### src/rtl/bitmap_block_allocator_unit_macros.svh
// ----------------------------------------------------------------------------
// Bitmap block allocator - assertion macros
// Shared concurrent assertion forms for the allocator modules.
// ----------------------------------------------------------------------------
`ifndef BITMAP_BLOCK_ALLOCATOR_UNIT_MACROS_SVH
`define BITMAP_BLOCK_ALLOCATOR_UNIT_MACROS_SVH

// same-cycle implication
`define BBA_ASSERT_IMP(lbl, clk, rst, ante, cons) \
   lbl: assert property (@(posedge clk) disable iff (rst) (ante) |-> (cons)) \
      else $error("bba: same-cycle check failed");

// next-cycle implication
`define BBA_ASSERT_NXT(lbl, clk, rst, ante, cons) \
   lbl: assert property (@(posedge clk) disable iff (rst) (ante) |=> (cons)) \
      else $error("bba: next-cycle check failed");

`endif

### src/rtl/bba_pkg.sv
// ----------------------------------------------------------------------------
// Bitmap block allocator - package
// Field widths, operation and status codes, payload and control structs.
// ----------------------------------------------------------------------------
package bba_pkg;

   localparam int OP_W        = 2;
   localparam int ADDR_W      = 32;
   localparam int STATUS_W    = 2;
   localparam int COUNT_W     = 7;
   localparam int SIZE_W      = 13;
   localparam int CSR_IDX_W   = 2;
   localparam int CSR_DATA_W  = 32;
   localparam int STRIDE_W    = 14;  // 13-bit block_size plus both guards
   localparam int REM_W       = 20;  // covers 127 blocks of the largest stride
   localparam int DIV_STEPS   = 7;   // quotient bits, index is always below 128
   localparam int DIVK_W      = 3;
   localparam int CHUNK_BITS  = 16;
   localparam int CHUNK_POS_W = 4;
   localparam int MAX_COUNT   = 127;

   localparam logic [SIZE_W-1:0]  BLOCK_SIZE_RESET  = 13'd64;
   localparam logic [COUNT_W-1:0] BLOCK_COUNT_RESET = 7'd64;

   localparam logic [OP_W-1:0] OP_ALLOC = 2'd0;
   localparam logic [OP_W-1:0] OP_FREE  = 2'd1;
   localparam logic [OP_W-1:0] OP_QUERY = 2'd2;

   localparam logic [STATUS_W-1:0] ST_OK       = 2'd0;
   localparam logic [STATUS_W-1:0] ST_FULL     = 2'd1;
   localparam logic [STATUS_W-1:0] ST_RANGE    = 2'd2;
   localparam logic [STATUS_W-1:0] ST_NOTALLOC = 2'd3;

   localparam logic [CSR_IDX_W-1:0] CSR_POOL_BASE   = 2'd0;
   localparam logic [CSR_IDX_W-1:0] CSR_BLOCK_SIZE  = 2'd1;
   localparam logic [CSR_IDX_W-1:0] CSR_BLOCK_COUNT = 2'd2;

   typedef struct packed {
      logic [OP_W-1:0]   operation;
      logic [ADDR_W-1:0] address;
   } req_type;

   typedef struct packed {
      logic [STATUS_W-1:0] status;
      logic [ADDR_W-1:0]   block_address;
      logic                allocated;
      logic [COUNT_W-1:0]  free_blocks;
   } rsp_type;

   typedef struct packed {
      logic load_req;
      logic calc_map;
      logic check;
      logic div_step;
      logic scan_step;
      logic mult;
      logic finish;
   } ctl_cmd_type;

   typedef struct packed {
      logic [OP_W-1:0] in_op;
      logic            pool_empty;
      logic            range_bad;
      logic            div_last;
      logic            scan_hit;
      logic            out_busy;
   } dp_sts_type;

endpackage

### src/rtl/bitmap_block_allocator_unit.sv
// ----------------------------------------------------------------------------
// Bitmap block allocator unit
// Fixed-size block allocator with a guarded stride, bitmap and free count.
// ----------------------------------------------------------------------------
// Usage:
//   req_*  : request channel (operation, address), valid/stall handshake.
//   rsp_*  : one result per request (status, block_address, allocated,
//            free_blocks), valid/stall handshake.
//   csr_*  : register writes, index 0 pool_base, 1 block_size, 2 block_count;
//            write only while no request is in flight.
// One request is worked on at a time; a transfer on req_* is taken only in
// idle. Steps from request transfer to the result register:
//   allocate    : scan, multiply, finish; the lowest-free scan visits 1 to
//                 ceil(min(MAX_BLOCKS,127)/16) 16-bit bitmap chunks
//   pool full   : finish only
//   free, query : map, check, the 7-step restoring divide by the stride,
//                 finish; map, check, finish when the address is out of range
//   other codes : finish only
// The result sits in an output register, so the next request is taken while
// it waits; a stalled receiver only holds a later request in its last step.
// Reset clears the bitmap at once and sets the free count to 64, capped by the map depth.
// ----------------------------------------------------------------------------
module bitmap_block_allocator_unit #(
   parameter int MAX_BLOCKS  = 64,
   parameter int GUARD_BYTES = 4
) (
   input  logic                           clock,
   input  logic                           reset,
   input  logic                           req_valid,
   output logic                           req_stall,
   input  bba_pkg::req_type               req_data,
   output logic                           rsp_valid,
   input  logic                           rsp_stall,
   output bba_pkg::rsp_type               rsp_data,
   input  logic                           csr_we,
   input  logic [bba_pkg::CSR_IDX_W-1:0]  csr_index,
   input  logic [bba_pkg::CSR_DATA_W-1:0] csr_wdata
);
   import bba_pkg::*;

   ctl_cmd_type cmd;
   dp_sts_type  sts;

   bba_ctrl u_ctrl (
      .clock     (clock),
      .reset     (reset),
      .req_valid (req_valid),
      .req_stall (req_stall),
      .cmd       (cmd),
      .sts       (sts)
   );

   bba_dpath #(
      .MAX_BLOCKS  (MAX_BLOCKS),
      .GUARD_BYTES (GUARD_BYTES)
   ) u_dpath (
      .clock     (clock),
      .reset     (reset),
      .csr_we    (csr_we),
      .csr_index (csr_index),
      .csr_wdata (csr_wdata),
      .req_data  (req_data),
      .rsp_stall (rsp_stall),
      .rsp_valid (rsp_valid),
      .rsp_data  (rsp_data),
      .cmd       (cmd),
      .sts       (sts)
   );

endmodule

### src/rtl/bba_ctrl.sv
// ----------------------------------------------------------------------------
// Bitmap block allocator - controller
// Sequences one request at a time through map, check, divide, scan, multiply and finish.
// ----------------------------------------------------------------------------
`include "bitmap_block_allocator_unit_macros.svh"

module bba_ctrl (
   input  logic                 clock,
   input  logic                 reset,
   input  logic                 req_valid,
   output logic                 req_stall,
   output bba_pkg::ctl_cmd_type cmd,
   input  bba_pkg::dp_sts_type  sts
);
   import bba_pkg::*;

   typedef enum logic [6:0] {
      ST_IDLE   = 7'b0000001,
      ST_MAP    = 7'b0000010,
      ST_CHECK  = 7'b0000100,
      ST_DIV    = 7'b0001000,
      ST_SCAN   = 7'b0010000,
      ST_MULT   = 7'b0100000,
      ST_FINISH = 7'b1000000
   } state_type;

   state_type state_ff, state_in;

   assign req_stall = (state_ff != ST_IDLE);

   always_comb begin
      cmd      = '0;
      state_in = state_ff;
      case (state_ff)
         ST_IDLE: begin
            if (req_valid) begin
               cmd.load_req = 1'b1;
               case (sts.in_op)
                  OP_ALLOC: state_in = sts.pool_empty ? ST_FINISH : ST_SCAN;
                  OP_FREE:  state_in = ST_MAP;
                  OP_QUERY: state_in = ST_MAP;
                  default:  state_in = ST_FINISH;
               endcase
            end
         end
         ST_MAP: begin
            cmd.calc_map = 1'b1;
            state_in     = ST_CHECK;
         end
         ST_CHECK: begin
            cmd.check = 1'b1;
            state_in  = sts.range_bad ? ST_FINISH : ST_DIV;
         end
         ST_DIV: begin
            cmd.div_step = 1'b1;
            if (sts.div_last) state_in = ST_FINISH;
         end
         ST_SCAN: begin
            cmd.scan_step = 1'b1;
            if (sts.scan_hit) state_in = ST_MULT;
         end
         ST_MULT: begin
            cmd.mult = 1'b1;
            state_in = ST_FINISH;
         end
         ST_FINISH: begin
            // hold until the output register can take the result
            if (!sts.out_busy) begin
               cmd.finish = 1'b1;
               state_in   = ST_IDLE;
            end
         end
         default: state_in = ST_IDLE;
      endcase
   end

   always_ff @(posedge clock) begin
      if (reset) state_ff <= ST_IDLE;
      else       state_ff <= state_in;
   end

   `BBA_ASSERT_IMP(a_one_command, clock, reset, 1'b1, $onehot0(cmd))
   `BBA_ASSERT_NXT(a_busy_after_take, clock, reset, cmd.load_req, req_stall)

endmodule

### src/rtl/bba_dpath.sv
// ----------------------------------------------------------------------------
// Bitmap block allocator - datapath
// Config registers, allocation bitmap, free count, restoring divider,
// chunked lowest-free search, address multiply and the output register.
// ----------------------------------------------------------------------------
`include "bitmap_block_allocator_unit_macros.svh"

module bba_dpath #(
   parameter int MAX_BLOCKS  = 64,
   parameter int GUARD_BYTES = 4
) (
   input  logic                                clock,
   input  logic                                reset,
   input  logic                                csr_we,
   input  logic [bba_pkg::CSR_IDX_W-1:0]       csr_index,
   input  logic [bba_pkg::CSR_DATA_W-1:0]      csr_wdata,
   input  bba_pkg::req_type                    req_data,
   input  logic                                rsp_stall,
   output logic                                rsp_valid,
   output bba_pkg::rsp_type                    rsp_data,
   input  bba_pkg::ctl_cmd_type                cmd,
   output bba_pkg::dp_sts_type                 sts
);
   import bba_pkg::*;

   localparam int MAP_DEPTH  = (MAX_BLOCKS < MAX_COUNT) ? MAX_BLOCKS : MAX_COUNT;
   localparam int IDX_W      = $clog2(MAP_DEPTH);
   localparam int NUM_CHUNKS = (MAP_DEPTH + CHUNK_BITS - 1) / CHUNK_BITS;
   localparam int CHUNK_W    = (NUM_CHUNKS > 1) ? $clog2(NUM_CHUNKS) : 1;
   localparam int SCAN_W     = NUM_CHUNKS * CHUNK_BITS;
   localparam int ADDR_XW    = ADDR_W + 1;
   localparam logic [COUNT_W-1:0] DEPTH_COUNT = COUNT_W'(MAP_DEPTH);
   localparam logic [COUNT_W-1:0] FREE_RESET  =
      (DEPTH_COUNT < BLOCK_COUNT_RESET) ? DEPTH_COUNT : BLOCK_COUNT_RESET;
   localparam logic [STRIDE_W-1:0] GUARD_PAIR = STRIDE_W'(2 * GUARD_BYTES);
   localparam logic [ADDR_XW-1:0]  GUARD_X    = ADDR_XW'(GUARD_BYTES);
   localparam logic [ADDR_W-1:0]   GUARD_A    = ADDR_W'(GUARD_BYTES);

   // configuration
   logic [ADDR_W-1:0]  pool_base_ff, pool_base_in;
   logic [SIZE_W-1:0]  block_size_ff, block_size_in;
   logic [COUNT_W-1:0] block_count_ff, block_count_in;
   // allocator state
   logic [MAP_DEPTH-1:0] used_map_ff, used_map_in;
   logic [COUNT_W-1:0]   free_ff, free_in;
   // per-request working registers
   logic [OP_W-1:0]    op_ff, op_in;
   logic [ADDR_W-1:0]  addr_ff, addr_in;
   logic               below_ff, below_in;
   logic [ADDR_W-1:0]  diff_ff, diff_in;
   logic [REM_W-1:0]   limit_ff, limit_in;
   logic               range_bad_ff, range_bad_in;
   logic [REM_W-1:0]   rem_ff, rem_in;
   logic [DIVK_W-1:0]  divk_ff, divk_in;
   logic [COUNT_W-1:0] idx_ff, idx_in;
   logic [CHUNK_W-1:0] chunk_ff, chunk_in;
   logic [REM_W-1:0]   prod_ff, prod_in;
   // output register
   logic    rsp_valid_ff, rsp_valid_in;
   rsp_type rsp_ff, rsp_in;

   logic [COUNT_W-1:0]     eff_count, csr_eff_count;
   logic [STRIDE_W-1:0]    stride;
   logic [ADDR_XW-1:0]     user_start;
   logic                   range_bad;
   logic [REM_W:0]         trial;
   logic [SCAN_W-1:0]      scan_vec;
   logic [CHUNK_BITS-1:0]  chunk_free;
   logic [CHUNK_POS_W-1:0] free_pos;
   logic                   scan_hit;
   logic                   used_bit;
   logic                   count_write;
   rsp_type                result;
   logic                   map_set, map_clr;
   logic [COUNT_W-1:0]     free_next;

   assign eff_count     = (block_count_ff > DEPTH_COUNT) ? DEPTH_COUNT : block_count_ff;
   assign csr_eff_count = (csr_wdata[COUNT_W-1:0] > DEPTH_COUNT) ? DEPTH_COUNT
                                                                 : csr_wdata[COUNT_W-1:0];
   assign stride     = ((block_size_ff == '0) ? STRIDE_W'(1) : STRIDE_W'(block_size_ff))
                       + GUARD_PAIR;
   assign user_start = {1'b0, pool_base_ff} + GUARD_X;
   assign range_bad  = below_ff || (diff_ff >= ADDR_W'(limit_ff));
   assign trial      = {1'b0, rem_ff} - {1'b0, REM_W'(stride) << divk_ff};
   assign used_bit   = used_map_ff[idx_ff[IDX_W-1:0]];
   assign count_write = csr_we && (csr_index == CSR_BLOCK_COUNT);

   // lowest free bit, one chunk of the bitmap per cycle; padding reads as used
   always_comb begin
      scan_vec                  = '1;
      scan_vec[MAP_DEPTH-1:0]   = used_map_ff;
      chunk_free = ~scan_vec[chunk_ff*CHUNK_BITS +: CHUNK_BITS];
      free_pos   = '0;
      for (int i = CHUNK_BITS - 1; i >= 0; i--) begin
         if (chunk_free[i]) free_pos = CHUNK_POS_W'(i);
      end
   end
   assign scan_hit = |chunk_free;

   // result and state update of the finishing request
   always_comb begin
      result    = '0;
      map_set   = 1'b0;
      map_clr   = 1'b0;
      free_next = free_ff;
      case (op_ff)
         OP_ALLOC: begin
            if (free_ff == '0) begin
               result.status = ST_FULL;
            end else begin
               result.block_address = pool_base_ff + ADDR_W'(prod_ff) + GUARD_A;
               map_set   = 1'b1;
               free_next = free_ff - COUNT_W'(1);
            end
         end
         OP_FREE: begin
            if (range_bad_ff) begin
               result.status = ST_RANGE;
            end else if (!used_bit) begin
               result.status = ST_NOTALLOC;
            end else begin
               map_clr   = 1'b1;
               free_next = free_ff + COUNT_W'(1);
            end
         end
         OP_QUERY: begin
            if (range_bad_ff) result.status = ST_RANGE;
            else              result.allocated = used_bit;
         end
         default: result.status = ST_OK;
      endcase
      result.free_blocks = free_next;
   end

   always_comb begin
      pool_base_in   = pool_base_ff;
      block_size_in  = block_size_ff;
      block_count_in = block_count_ff;
      used_map_in    = used_map_ff;
      free_in        = free_ff;
      if (csr_we) begin
         case (csr_index)
            CSR_POOL_BASE:   pool_base_in   = csr_wdata[ADDR_W-1:0];
            CSR_BLOCK_SIZE:  block_size_in  = csr_wdata[SIZE_W-1:0];
            CSR_BLOCK_COUNT: block_count_in = csr_wdata[COUNT_W-1:0];
            default: ;
         endcase
      end
      if (count_write) begin
         used_map_in = '0;
         free_in     = csr_eff_count;
      end else if (cmd.finish) begin
         if (map_set) used_map_in[idx_ff[IDX_W-1:0]] = 1'b1;
         if (map_clr) used_map_in[idx_ff[IDX_W-1:0]] = 1'b0;
         free_in = free_next;
      end
   end

   always_comb begin
      op_in        = cmd.load_req ? req_data.operation : op_ff;
      addr_in      = cmd.load_req ? req_data.address : addr_ff;
      chunk_in     = cmd.load_req ? '0 : chunk_ff;
      below_in     = below_ff;
      diff_in      = diff_ff;
      limit_in     = limit_ff;
      range_bad_in = range_bad_ff;
      rem_in       = rem_ff;
      divk_in      = divk_ff;
      idx_in       = idx_ff;
      prod_in      = prod_ff;
      if (cmd.calc_map) begin
         below_in = ({1'b0, addr_ff} < user_start);
         diff_in  = addr_ff - pool_base_ff - GUARD_A;
         limit_in = REM_W'(eff_count) * REM_W'(stride);
      end
      if (cmd.check) begin
         // in range means diff is below limit, so it fits the remainder
         range_bad_in = range_bad;
         rem_in       = diff_ff[REM_W-1:0];
         divk_in      = DIVK_W'(DIV_STEPS - 1);
         idx_in       = '0;
      end
      if (cmd.div_step) begin
         if (!trial[REM_W]) begin
            rem_in          = trial[REM_W-1:0];
            idx_in[divk_ff] = 1'b1;
         end
         divk_in = divk_ff - DIVK_W'(1);
      end
      if (cmd.scan_step) begin
         if (scan_hit) idx_in   = COUNT_W'({chunk_ff, free_pos});
         else          chunk_in = chunk_ff + CHUNK_W'(1);
      end
      if (cmd.mult) prod_in = REM_W'(idx_ff) * REM_W'(stride);
   end

   always_comb begin
      rsp_in       = rsp_ff;
      rsp_valid_in = rsp_valid_ff;
      if (cmd.finish) begin
         rsp_in       = result;
         rsp_valid_in = 1'b1;
      end else if (rsp_valid_ff && !rsp_stall) begin
         rsp_valid_in = 1'b0;
      end
   end

   always_ff @(posedge clock) begin
      if (reset) begin
         pool_base_ff   <= '0;
         block_size_ff  <= BLOCK_SIZE_RESET;
         block_count_ff <= BLOCK_COUNT_RESET;
         used_map_ff    <= '0;
         free_ff        <= FREE_RESET;
         rsp_valid_ff   <= 1'b0;
      end else begin
         pool_base_ff   <= pool_base_in;
         block_size_ff  <= block_size_in;
         block_count_ff <= block_count_in;
         used_map_ff    <= used_map_in;
         free_ff        <= free_in;
         rsp_valid_ff   <= rsp_valid_in;
      end
   end

   always_ff @(posedge clock) begin
      op_ff        <= op_in;
      addr_ff      <= addr_in;
      below_ff     <= below_in;
      diff_ff      <= diff_in;
      limit_ff     <= limit_in;
      range_bad_ff <= range_bad_in;
      rem_ff       <= rem_in;
      divk_ff      <= divk_in;
      idx_ff       <= idx_in;
      chunk_ff     <= chunk_in;
      prod_ff      <= prod_in;
      rsp_ff       <= rsp_in;
   end

   assign rsp_valid = rsp_valid_ff;
   assign rsp_data  = rsp_ff;

   assign sts.in_op      = req_data.operation;
   assign sts.pool_empty = (free_ff == '0);
   assign sts.range_bad  = range_bad;
   assign sts.div_last   = (divk_ff == '0);
   assign sts.scan_hit   = scan_hit;
   assign sts.out_busy   = rsp_valid_ff && rsp_stall;

   `BBA_ASSERT_IMP(a_free_bounded, clock, reset, 1'b1, free_ff <= eff_count)
   `BBA_ASSERT_NXT(a_alloc_takes_one, clock, reset, cmd.finish && !csr_we && (op_ff == OP_ALLOC) && (free_ff != '0), free_ff == $past(free_ff) - COUNT_W'(1))
   `BBA_ASSERT_IMP(a_div_step_bound, clock, reset, cmd.div_step, divk_ff <= DIVK_W'(DIV_STEPS - 1))

endmodule

### config.mk
export PLATFORM = sky130hd
export DESIGN_NAME = bitmap_block_allocator_unit
export DESIGN_NICKNAME = d
export VERILOG_FILES = /design/src/rtl/bba_pkg.sv /design/src/rtl/bitmap_block_allocator_unit.sv /design/src/rtl/bba_ctrl.sv /design/src/rtl/bba_dpath.sv
export VERILOG_INCLUDE_DIRS = /design/src /design/src/rtl
export SDC_FILE = /design/constraint.sdc
export NUM_CORES = 1
export LEC_CHECK = 0
export ABC_AREA = 1
export BUFFER_PORTS_ARGS = -buffer_cell sky130_fd_sc_hd__buf_2
export CAP_MARGIN = 20
export CELL_PAD_IN_SITES_DETAIL_PLACEMENT = 0
export CELL_PAD_IN_SITES_GLOBAL_PLACEMENT = 2
export CORE_UTILIZATION = 41
export CTS_CLUSTER_SIZE = 16
export DETAILED_ROUTE_END_ITERATION = 10
export PLACE_DENSITY_LB_ADDON = 0.1
export SLEW_MARGIN = 20
export SYNTH_ARGS = -nofsm -noshare
export SYNTH_HDL_FRONTEND = slang
export SYNTH_HIERARCHICAL = 1
export SYNTH_SLANG_ARGS = --single-unit
### constraint.sdc
create_clock -name clock -period 10.4 [get_ports clock]
set_input_delay 2.08 -clock clock [delete_from_list [all_inputs] [get_ports clock]]
set_output_delay 2.08 -clock clock [all_outputs]
set_load 0.005 [all_outputs]
== After elaboration in Yosys (flattened, before gate mapping) ==
Cells that the tools add are included.

* Register bits: 313
* Output and inout port bits: 44

* $add $sub $neg: 11
* Multipliers: 2
* $lt $le $gt $ge: 8
* Equality and inequality tests: 18
* Shifts and indexed selects: 2
* Multiplexer cells: 77
* Bitwise gates (word level): 7
* Reduce and logical (&&, ||, !) cells: 25

{| class="wikitable"
|+ Operators with widths
! cell !! count
|-
| 64-bit two-way mux || 4
|-
| 7-bit two-way mux || 18
|-
| 64-bit AND || 1
|-
| 4-bit two-way mux || 16
|-
| 64-bit inverter || 1
|-
| 64-bit OR || 1
|-
| 64-bit by 7-bit variable part select with 16-bit output || 1
|-
| 20-bit two-way mux || 3
|-
| 7-bit case mux with 7 select lines || 1
|-
| 7-bit by 14-bit multiplier with 20-bit output || 2
|-
| 32-bit by 3-bit adder with 33-bit output, second input constant || 1
|-
| 32-bit by 33-bit less-than comparator with 1-bit output || 1
|-
| 32-bit by 20-bit adder with 32-bit output || 1
|-
| 32-bit by 3-bit adder with 32-bit output, second input constant || 1
|-
| 32-bit by 20-bit greater-or-equal comparator with 1-bit output || 1
|-
| 32-bit by 3-bit subtractor with 32-bit output, second input constant || 1
|-
| 32-bit subtractor || 1
|-
| 7-bit case mux with 2 select lines || 2
|-
| 20-bit by 20-bit subtractor with 21-bit output || 1
|-
| 1-bit two-way mux || 20
|-
| 14-bit by 3-bit left shift with 20-bit output || 1
|-
| 16-bit inverter || 1
|-
| 16-bit OR reduction || 1
|-
| 14-bit by 4-bit adder with 14-bit output, second input constant || 1
|-
| other kinds (41) || 68
|}

== Depth between registers and ports, before layout ==
Gate-level depths: netlist (run 1).

* Depth in word-level cells: 20
* Gate-level depth with buffers: 28
* Mapped depth without buffers: 26

== Modules after synthesis ==
Netlist (run 1), hierarchy kept.

{| class="wikitable"
|+ Modules (own cells, without submodules)
! module !! instances !! cells an instance !! area each (µm²) !! sequential area each (µm²)
|-
| bba_dpath || 1 || 3224 || 25344.3 || 7657.3
|-
| bba_ctrl || 1 || 89 || 556.8 || 140.1
|}

== Worst setup path before layout (run 1) ==
No wires, ideal clock.

* Path type: input-to-reg
* From: input port rsp_stall
* To: register u_dpath.used_map_ff[11], in the netlist u_dpath/scan_vec[11]
* Arrival time: 5.748 ns
* Path slack: 4.594 ns
* Stages: 10
* Path buffers: 1
* Path through: nand2_1 > inv_1 > nor2_1 > inv_1 > clkbuf_1 > nor4_1 > nand2_1 > o21ai_0 > o211ai_1 > inv_1

{| class="wikitable"
|+ RTL lines
! element !! RTL line !! source
|-
| start: declaration || bitmap_block_allocator_unit.sv:33 || <nowiki>input logic rsp_stall,</nowiki>
|-
| end signal: assignment || bba_dpath.sv:220 || <nowiki>used_map_ff <= used_map_in;</nowiki>
|-
| end: declaration || bba_dpath.sv:44 || <nowiki>logic [MAP_DEPTH-1:0] used_map_ff, used_map_in;</nowiki>
|}

== Worst setup path in the final report (run 1) ==
* From: register u_dpath.block_size_ff[3]
* To: register u_dpath.prod_ff[17], data pin

* Longest elaborated chain between the ends: 4

{| class="wikitable"
|+ RTL lines
! element !! RTL line !! source
|-
| start: declaration || bba_dpath.sv:41 || <nowiki>logic [SIZE_W-1:0] block_size_ff, block_size_in;</nowiki>
|-
| start signal: assignment || bba_dpath.sv:218 || <nowiki>block_size_ff <= block_size_in;</nowiki>
|-
| 13-bit logical NOT || bba_dpath.sv:80 || <nowiki>assign stride = ((block_size_ff == '0) ? STRIDE_W'(1) : STRIDE_W'(block_size_ff))</nowiki>
|-
| 13-bit two-way mux * || bba_dpath.sv:80 ||
|-
| 14-bit by 4-bit adder with 14-bit output * || bba_dpath.sv:81 || <nowiki>+ GUARD_PAIR;</nowiki>
|-
| 7-bit by 14-bit multiplier with 20-bit output * || bba_dpath.sv:194 || <nowiki>if (cmd.mult) prod_in = REM_W'(idx_ff) * REM_W'(stride);</nowiki>
|-
| end signal: assignment || bba_dpath.sv:237 || <nowiki>prod_ff <= prod_in;</nowiki>
|-
| end: declaration || bba_dpath.sv:57 || <nowiki>logic [REM_W-1:0] prod_ff, prod_in;</nowiki>
|}

Every way passes the cells marked *; elsewhere a longest branch is shown, timed or not.
A chain may end at the register's enable or synchronous reset.

==> results of run 1 <==
logic make-up (layout without fill, tap and decap cells):
| kind of cell | after synthesis | count (layout) |
|---|---|---|
| adder cells (fa/ha/maj) | 371 | 371 |
| buffers and inverters | 702 | 808 |
| flip-flops | 313 | 313 |
| multiplexers | 12 | 12 |
| AO/OA/AOI/OAI | 706 | 706 |
| other | 0 | 1 |
| XOR/XNOR | 124 | 124 |
| AND/OR/NAND/NOR | 1085 | 1085 |
layout by cell type, fill, tap and decap left out, types with 7 or more instances in the layout:
master     Yosys  routed
nand2_2       10      10
nand3_1       75      75
o21ai_1       20      20
inv_1        569     567
buf_4          7      18
a21o_1         7       7
or2_2          9       9
mux2i_1       12      12
a21oi_1      254     254
clkbuf_1      72      12
o21ai_0      248     248
xor2_1        81      81
xnor2_1       43      43
buf_2         18     116
ha_1         251     251
nor4_1        15      12
dfxtp_1      160     160
o211ai_1      41      41
nor3_1        41      40
o22ai_1       10      10
o21bai_1       7       7
nand2_1      486     486
a211o_1       24      24
o21a_1         8       8
o31ai_1        7       7
a21boi_0       9       9
edfxtp_1     153     153
nand4_1       33      33
nor2_1       379     373
o221ai_1      24      24
clkinv_1       9      11
fa_1         120     120
nor2_4         6       9
a31oi_1       23      23
nor2_2         5       8
clkbuf_16      0      44
inv_2         16      17
worst register-to-register path: cells and delay by family, from the launching register on:
kind	cells	cell delay, ns
xor gates and xnor gates	2	0.58
DFF	1	0.81
buffers and inverters	3	0.43
adders and majority gates	6	2.66
AOI/OAI and AO/OA	5	1.17
and+or+nand+nor	6	0.71
layout make-up:
class	instances	area (µm²)	area share, %
antenna	1	2.50	0.00873
clock buffer	61	1200	4.20
multi-input combinational	2298	15400	53.8
tap	837	1050	3.65
clock inverter	15	188	0.655
sequential	313	7800	27.2
timing repair buffer	136	752	2.62
inverter	596	2240	7.82
power by group through the flow:
stage,Sequential (µW),Combinational [µW],Clock [µW]
finish,1650,2370,1490
global route,1660,2670,1570
CTS,1650,2380,1520
detailed placement,1670,2360,0
global placement,1670,2350,0
floorplan,1580,1750,0
per-layer routing:
layer,up-vias,wire length [µm],track usage [%]
li1,11100,-,-
met4,4,2310,7.22
met3,117,3700,3.27
met2,519,39400,44.3
met5,-,27,0
met1,11000,39300,35.9
state kept, by name (all words and copies together) (netlist names), 2 cells and up:
signal,cells
u_dpath/limit_ff,20
u_dpath/op_ff,2
u_dpath/prod_ff,20
u_dpath/addr_ff,32
u_dpath/divk_ff,3
u_dpath/rem_ff,20
u_dpath/block_size_ff,13
u_ctrl/state_ff,7
u_dpath/free_ff,7
u_dpath/rsp_data,42
u_dpath/scan_vec,64
u_dpath/chunk_ff,2
u_dpath/idx_ff,7
u_dpath/pool_base_ff,32
u_dpath/diff_ff,32
u_dpath/block_count_ff,7
worst min path at each step:
stage,start,to,slack [ns],depth (start not counted)
after detailed placement,u_dpath/block_count_ff[3]$_SDFFE_PP0P_,u_dpath/block_count_ff[3]$_SDFFE_PP0P_,0.48,2
after global placement,u_dpath/block_count_ff[5]$_SDFFE_PP0P_,u_dpath/block_count_ff[5]$_SDFFE_PP0P_,0.47,2
final,u_dpath/block_count_ff[1]$_SDFFE_PP0P_,u_dpath/block_count_ff[1]$_SDFFE_PP0P_,0.49,2
after CTS,u_dpath/block_count_ff[1]$_SDFFE_PP0P_,u_dpath/block_count_ff[1]$_SDFFE_PP0P_,0.49,2
after global routing,u_dpath/block_count_ff[3]$_SDFFE_PP0P_,u_dpath/block_count_ff[3]$_SDFFE_PP0P_,0.50,2
after floorplan,u_dpath/block_count_ff[0]$_SDFFE_PP0P_,u_dpath/block_count_ff[0]$_SDFFE_PP0P_,0.45,2
metrics by stage:
stage	area [µm²]	instances	hold slack (ns)	util, %	setup slack (ns)
2_1_floorplan	25900	3313	0.447	-	4.59
3_3_place_gp	27200	4178	0.466	43.9	3.99
3_5_place_dp	27300	4179	0.477	43.9	3.85
4_1_cts	28600	4255	0.486	46.2	3.85
5_1_grt	28700	4256	0.504	46.2	3.24
6_report	28700	4257	0.489	46.2	3.80
==> impl_metrics.env, run 1 <==
export IMPL_status="completed"
export IMPL_design_portCount=117
export IMPL_ys_dominant_reg_cell="dfxtp_1"
export IMPL_synth_compound_area_share_pct=15.6
export IMPL_syn_num_nets=3757
export IMPL_worst_pin_slew_ns=1.13
export IMPL_max_clock_path_buffers=3
export IMPL_floorplan_core_area_um2=62100
export IMPL_ys_seq_elements=313
export IMPL_postSynth_asyncResetShare_pct=0
export IMPL_switching_share_of_power_pct=42.1
export IMPL_switching_power_uw=2320
export IMPL_port_buffers=116
export IMPL_multiplexer_fraction_of_the_synthesized_cell_area_pct=0.464
export IMPL_cp_startpoint="u_dpath/block_size_ff[3]$_SDFFE_PP0P_"
export IMPL_die_width_um=253
export IMPL_avgRoutedWirePerCell_um=19.9
export IMPL_post_route_min_period_ns=6.60
export IMPL_max_cap_violations=0
export IMPL_combPwrFrac_pct=43.1
export IMPL_share_seq_of_total_power_pct=29.9
export IMPL_grt_total_usage_pct=26.5
export IMPL_crit_path_end="u_dpath/prod_ff[17]$_DFFE_PP_"
export IMPL_grt_antenna_before_repair=1
export IMPL_ctsHoldBuffers=0
export IMPL_hold_violations=0
export IMPL_synth_common_cells="569 x inv_1, 486 x nand2_1, 379 x nor2_1"
export IMPL_synthSimpleGateAreaFrac_pct=17.8
export IMPL_drcViolationCount=0
export IMPL_ant_nets=0
export IMPL_worst_r2r_path_depth=22
export IMPL_global_placement_routability_congestion=0.923
export IMPL_clock_power_share_pct=27.0
export IMPL_final_max_slew_violation_count=0
export IMPL_nNetsFinal=3830
export IMPL_p_per_area_nw_per_um2=192
export IMPL_sequential_area_share_after_synthesis_pct=30.1
export IMPL_clock_tree_root_cell="clkbuf_16"
export IMPL_grt_setup_unrepaired="no"
export IMPL_critical_path_buf_inv_count=3
export IMPL_setup_worst_path_start_class="flip-flop"
export IMPL_die_footprint_um2=64200
export IMPL_dominant_delay_contributor_by_cell_family_on_the_critical_path="adder cells"
export IMPL_clock_latency_ns=0.59
export IMPL_timing_fmax_mhz=152
export IMPL_parity_gate_share_of_the_synthesized_area_counting_xor_and_xnor_cells_pct=4.19
export IMPL_synth_cell_types=58
export IMPL_synth_most_common_cell="inv_1"
export IMPL_arrival_ns=6.92
export IMPL_finalCritPeriodShare_pct=63.4
export IMPL_worst_setup_hold_path_clk_slew_ns=0.05
export IMPL_cp_num_cells=22
export IMPL_avgSynthCellArea_um2=7.82
export IMPL_drive_above_1_share_pct=8.04
export IMPL_critPathCaptureType="flip-flop"
export IMPL_holdCritPathClass="reg2reg"
export IMPL_intPower_uw=3190
export IMPL_fillers=6366
export IMPL_grt_start_max_net_pins=58
export IMPL_yosysWarnings=6
export IMPL_p_total_uw=5510
export IMPL_timing_rr_end="u_dpath/prod_ff[17]$_DFFE_PP_"
export IMPL_synth_largest_area_cell="edfxtp_1"
export IMPL_row_count=91
export IMPL_synth_top_cell_area_share_pct=17.7
export IMPL_drt_pass_1_iters=5
export IMPL_synth_adder_area_share_pct=21.4
export IMPL_cts_buffers_inserted=41
export IMPL_dr_total_vias=22700
export IMPL_path_common_cell="fa_1"
export IMPL_postRouteWirelength_um=84800
export IMPL_dr_first_iter_drc_count=1509
export IMPL_path_max_fanout=20
export IMPL_synthesis_instances=3313
export IMPL_cp_slowest_stage_delay_ns=0.81
export IMPL_p_leak_uw=0.0133
export IMPL_worst_clock_skew_ns=0.0317
export IMPL_combinational_family_with_the_most_area_after_synthesis="adder cells"
export IMPL_synth_edff_count=153
export IMPL_initial_utilization_pct=41.7
export IMPL_cpMaxStageDelayCell="dfxtp_1"
export IMPL_area_growth_pct=10.7
export IMPL_timing_slew_headroom_pct=24.1
export IMPL_cts_repair_resize_count=0
export IMPL_setup_worst_path_class="reg2reg"
export IMPL_grt_pass1_vias=22400
export IMPL_syn_area_um2=25900
export IMPL_r2r_slack_ns=3.80
export IMPL_cts_sink_count=313
export IMPL_tritoncts="yes"
export IMPL_startpoint_of_the_worst_slack_reg_to_reg_timing_path="u_dpath/block_size_ff[3]$_SDFFE_PP0P_"
export IMPL_grt_ovfl_total=0
export IMPL_ctsHtreeMaxLevel=2
export IMPL_synthTopCellsByArea="edfxtp_1 18%, dfxtp_1 12%, ha_1 12%"
export IMPL_die_height_um=253
export IMPL_worst_ir_drop_vdd_mv=0.146
export IMPL_setup_tns_final_ns=0
export IMPL_cts_setup_buffers=0
export IMPL_vias_per_cell=5.34
export IMPL_setup_viol=0
export IMPL_grt_first_pass_wirelength_um=130000
export IMPL_crit_chain="ha_1, nand2_1, nor2_1, xor2_1, inv_1, nor2_1, fa_1, fa_1, fa_1, inv_1, fa_1, inv_1, ha_1, nand2_1, nor3_1, nand2_1, o211ai_1, a21boi_0, o21ai_0, a21boi_0, o21ai_0, xor2_1"
export IMPL_place_hpwl_um=65600
export IMPL_crit_required_ns=10.73
(Power assumes the default switching activity.)
==> inputs of run 2 (changes only) <==
--- a/config.mk
+++ b/config.mk
@@ -6,12 +6,12 @@
 export SDC_FILE = /design/constraint.sdc
 export NUM_CORES = 1
 export LEC_CHECK = 0
-export ABC_AREA = 1
+export ABC_AREA = 0
 export BUFFER_PORTS_ARGS = -buffer_cell sky130_fd_sc_hd__buf_2
 export CAP_MARGIN = 20
 export CELL_PAD_IN_SITES_DETAIL_PLACEMENT = 0
 export CELL_PAD_IN_SITES_GLOBAL_PLACEMENT = 2
-export CORE_UTILIZATION = 41
+export CORE_UTILIZATION = 36
 export CTS_CLUSTER_SIZE = 16
 export DETAILED_ROUTE_END_ITERATION = 10
 export PLACE_DENSITY_LB_ADDON = 0.1
==> constraint.sdc (replaced) <==
create_clock -name clock -period 5.75 [get_ports clock]
set_input_delay 1.15 -clock clock [delete_from_list [all_inputs] [get_ports clock]]
set_output_delay 1.15 -clock clock [all_outputs]
set_load 0.005 [all_outputs]
==> impl_metrics.env, run 2 <==
export IMPL_die_width_um=268
export IMPL_cts_sink_count=313
export IMPL_ctsHoldBuffers=0
export IMPL_most_used_cells_in_the_layout_excluding_fill_and_tap_cells="290 x inv_1, 270 x nor2_1, 254 x nand2_1"
export IMPL_hold_path_depth=2
export IMPL_arrival_ns=5.78
export IMPL_synth_common_cells="290 x inv_1, 272 x nor2_1, 254 x nand2_1"
export IMPL_synth_top_cell_area_share_pct=18.1
export IMPL_ctsHtreeMaxLevel=2
export IMPL_critPathCaptureType="flip-flop"
export IMPL_drive_above_1_share_pct=11.1
export IMPL_synth_largest_area_cell="edfxtp_1"
export IMPL_finish_instance_area_um2=28400
export IMPL_startpoint_of_the_worst_slack_reg_to_reg_timing_path="u_dpath/block_size_ff[3]$_SDFFE_PP0P_"
export IMPL_drt_pass_1_iters=5
export IMPL_synth_cell_types=87
export IMPL_post_route_min_period_ns=5.45
export IMPL_setup_tns_final_ns=0
export IMPL_sequential_area_share_after_synthesis_pct=30.7
export IMPL_ant_nets=0
export IMPL_yosysWarnings=6
export IMPL_p_leak_uw=0.0119
export IMPL_setup_worst_path_start_class="flip-flop"
export IMPL_commonest_non_fill_non_tap_cell_in_the_layout="inv_1"
export IMPL_grt_antenna_before_repair=3
export IMPL_die_footprint_um2=71600
export IMPL_nNetsFinal=3325
export IMPL_floorplan_core_area_um2=69900
export IMPL_syn_num_nets=3240
export IMPL_worst_pin_slew_ns=1.03
export IMPL_setup_viol=0
export IMPL_utilization_pct=40.7
export IMPL_holdCritPathClass="reg2reg"
export IMPL_crit_required_ns=6.08
export IMPL_design_portCount=117
export IMPL_ys_seq_elements=313
export IMPL_die_height_um=268
export IMPL_cts_buffers_inserted=40
export IMPL_drcViolationCount=0
export IMPL_area_growth_pct=11.9
export IMPL_synthesis_instances=2796
export IMPL_hold_path_startpoint="u_dpath/block_count_ff[2]$_SDFFE_PP0P_"
export IMPL_clock_tree_root_cell="clkbuf_16"
export IMPL_worst_ir_drop_vdd_mv=0.207
export IMPL_max_clock_path_buffers=3
export IMPL_grt_pass1_vias=20000
export IMPL_status="completed"
export IMPL_dr_first_iter_drc_count=1325
export IMPL_worst_clock_skew_ns=0.0358
export IMPL_placement_setup_worst_slack_ns=0.262
export IMPL_tritoncts="yes"
export IMPL_global_placement_routability_congestion=0.866
export IMPL_synth_most_common_cell="inv_1"
export IMPL_postRouteWirelength_um=77600
export IMPL_synth_edff_count=153
export IMPL_timing_slew_headroom_pct=30.7
export IMPL_largest_reg_flops=64
export IMPL_place_hpwl_um=61300
export IMPL_worst_r2r_path_depth=15
export IMPL_dr_total_vias=20400
export IMPL_final_max_slew_violation_count=0
export IMPL_r2r_slack_ns=0.30
export IMPL_setup_worst_path_class="reg2reg"
export IMPL_clock_latency_ns=0.59
export IMPL_port_buffers=116
export IMPL_synthTopCellsByArea="edfxtp_1 18%, dfxtp_1 13%, ha_1 12%"
export IMPL_avgRoutedWirePerCell_um=20.1
export IMPL_ys_dominant_reg_cell="dfxtp_1"
export IMPL_holdWs_ns=0.456
export IMPL_grt_first_pass_wirelength_um=120000
export IMPL_hold_violations=0
export IMPL_max_cap_violations=0
export IMPL_p_per_area_nw_per_um2=288
export IMPL_final_setup_worst_slack_ns=0.299
export IMPL_avgSynthCellArea_um2=9.09
export IMPL_grt_setup_unrepaired="yes"
export IMPL_grt_ovfl_total=0
export IMPL_cp_startpoint="u_dpath/block_size_ff[3]$_SDFFE_PP0P_"
export IMPL_worst_setup_hold_path_clk_slew_ns=0.07
export IMPL_timing_fmax_mhz=183
export IMPL_finalCritPeriodShare_pct=94.8
export IMPL_postSynth_asyncResetShare_pct=0
export IMPL_initial_utilization_pct=36.3
export IMPL_vias_per_cell=5.29
export IMPL_path_max_fanout=12
export IMPL_row_count=97
export IMPL_grt_start_max_net_pins=68
export IMPL_syn_area_um2=25400
export IMPL_placedInstanceArea_um2=27100
export IMPL_grt_total_usage_pct=21.8
[run 2: changes by cell type in the layout (fill, tap and decap cells not counted), sizes merged, moves of 37 or more]
cell    delta
a21o      +41
nand2    -243
a211oi    +83
inv      -296
buf       +41
and2      +37
nand2b    +37
nor2     -118
xnor2     +50
o21ai    -190
[run 2: what timing repair did]
item                                    4_1_cts  5_1_grt
resized for setup                             0        6
setup buffers                                 0        0
endpoints found under the setup margin        0        6
hold endpoints to repair                      0        0
[run 2: metal layers]
layer | routed length (µm) | track usage [%]
met4 | 2060 | 6.39
met3 | 3540 | 3.18
met1 | 37600 | 31.5
met2 | 34400 | 33.6
met5 | 8 | 0
[run 2: where the power goes]
part / switching [µW] / internal (µW)
logic: 1740 / 1130
clock network: 1030 / 1500
registers: 168 / 2620
[run 2: layout make-up]
type	count	area, µm²
Sequential cell	313	7800
Timing Repair Buffer	176	1030
Clock inverter	13	170
Fill cell	7171	41500
Antenna cell	2	5.00
Tap cell	940	1180
Multi-Input combinational cell	2058	16000
Inverter	292	1100
Clock buffer	60	1130
[run 2: worst paths after layout]
check	end
min	u_dpath/block_count_ff[2]$_SDFFE_PP0P_
max	u_dpath/limit_ff[18]$_DFFE_PP_
max reg2reg	u_dpath/limit_ff[18]$_DFFE_PP_
min reg2reg	u_dpath/block_count_ff[2]$_SDFFE_PP0P_
[run 2: through the flow]
stage               instances  total power (µW)
CTS                      3852              8320
finish                   3854              8190
detailed placement       3779              5720
global route             3854              8750
floorplan                2796              4830
global placement         3779              5730
[run 2: cells by family after synthesis]
family                     after synthesis  synth area share (%)
adders and majority gates              371                  21.8
buffers and inverters                  425                  6.54
AOI/OAI and AO/OA                      592                  14.9
xor gates and xnor gates               151                  5.21
DFF                                    313                  30.7
muxes                                   70                  4.40
and+or+nand+nor                        874                  16.5
[run 2: critical path: stages (launching register included)]
cell,delay [ns]
dfxtp_1,0.40
buf_4,0.24
nand2_1,0.09
nor4_1,0.55
xnor2_1,0.35
nor2_1,0.21
fa_1,0.45
fa_1,0.47
fa_1,0.52
fa_1,0.51
ha_1,0.26
or3_1,0.32
a211oi_1,0.41
o31ai_1,0.15
a21oi_1,0.18
xnor2_1,0.08
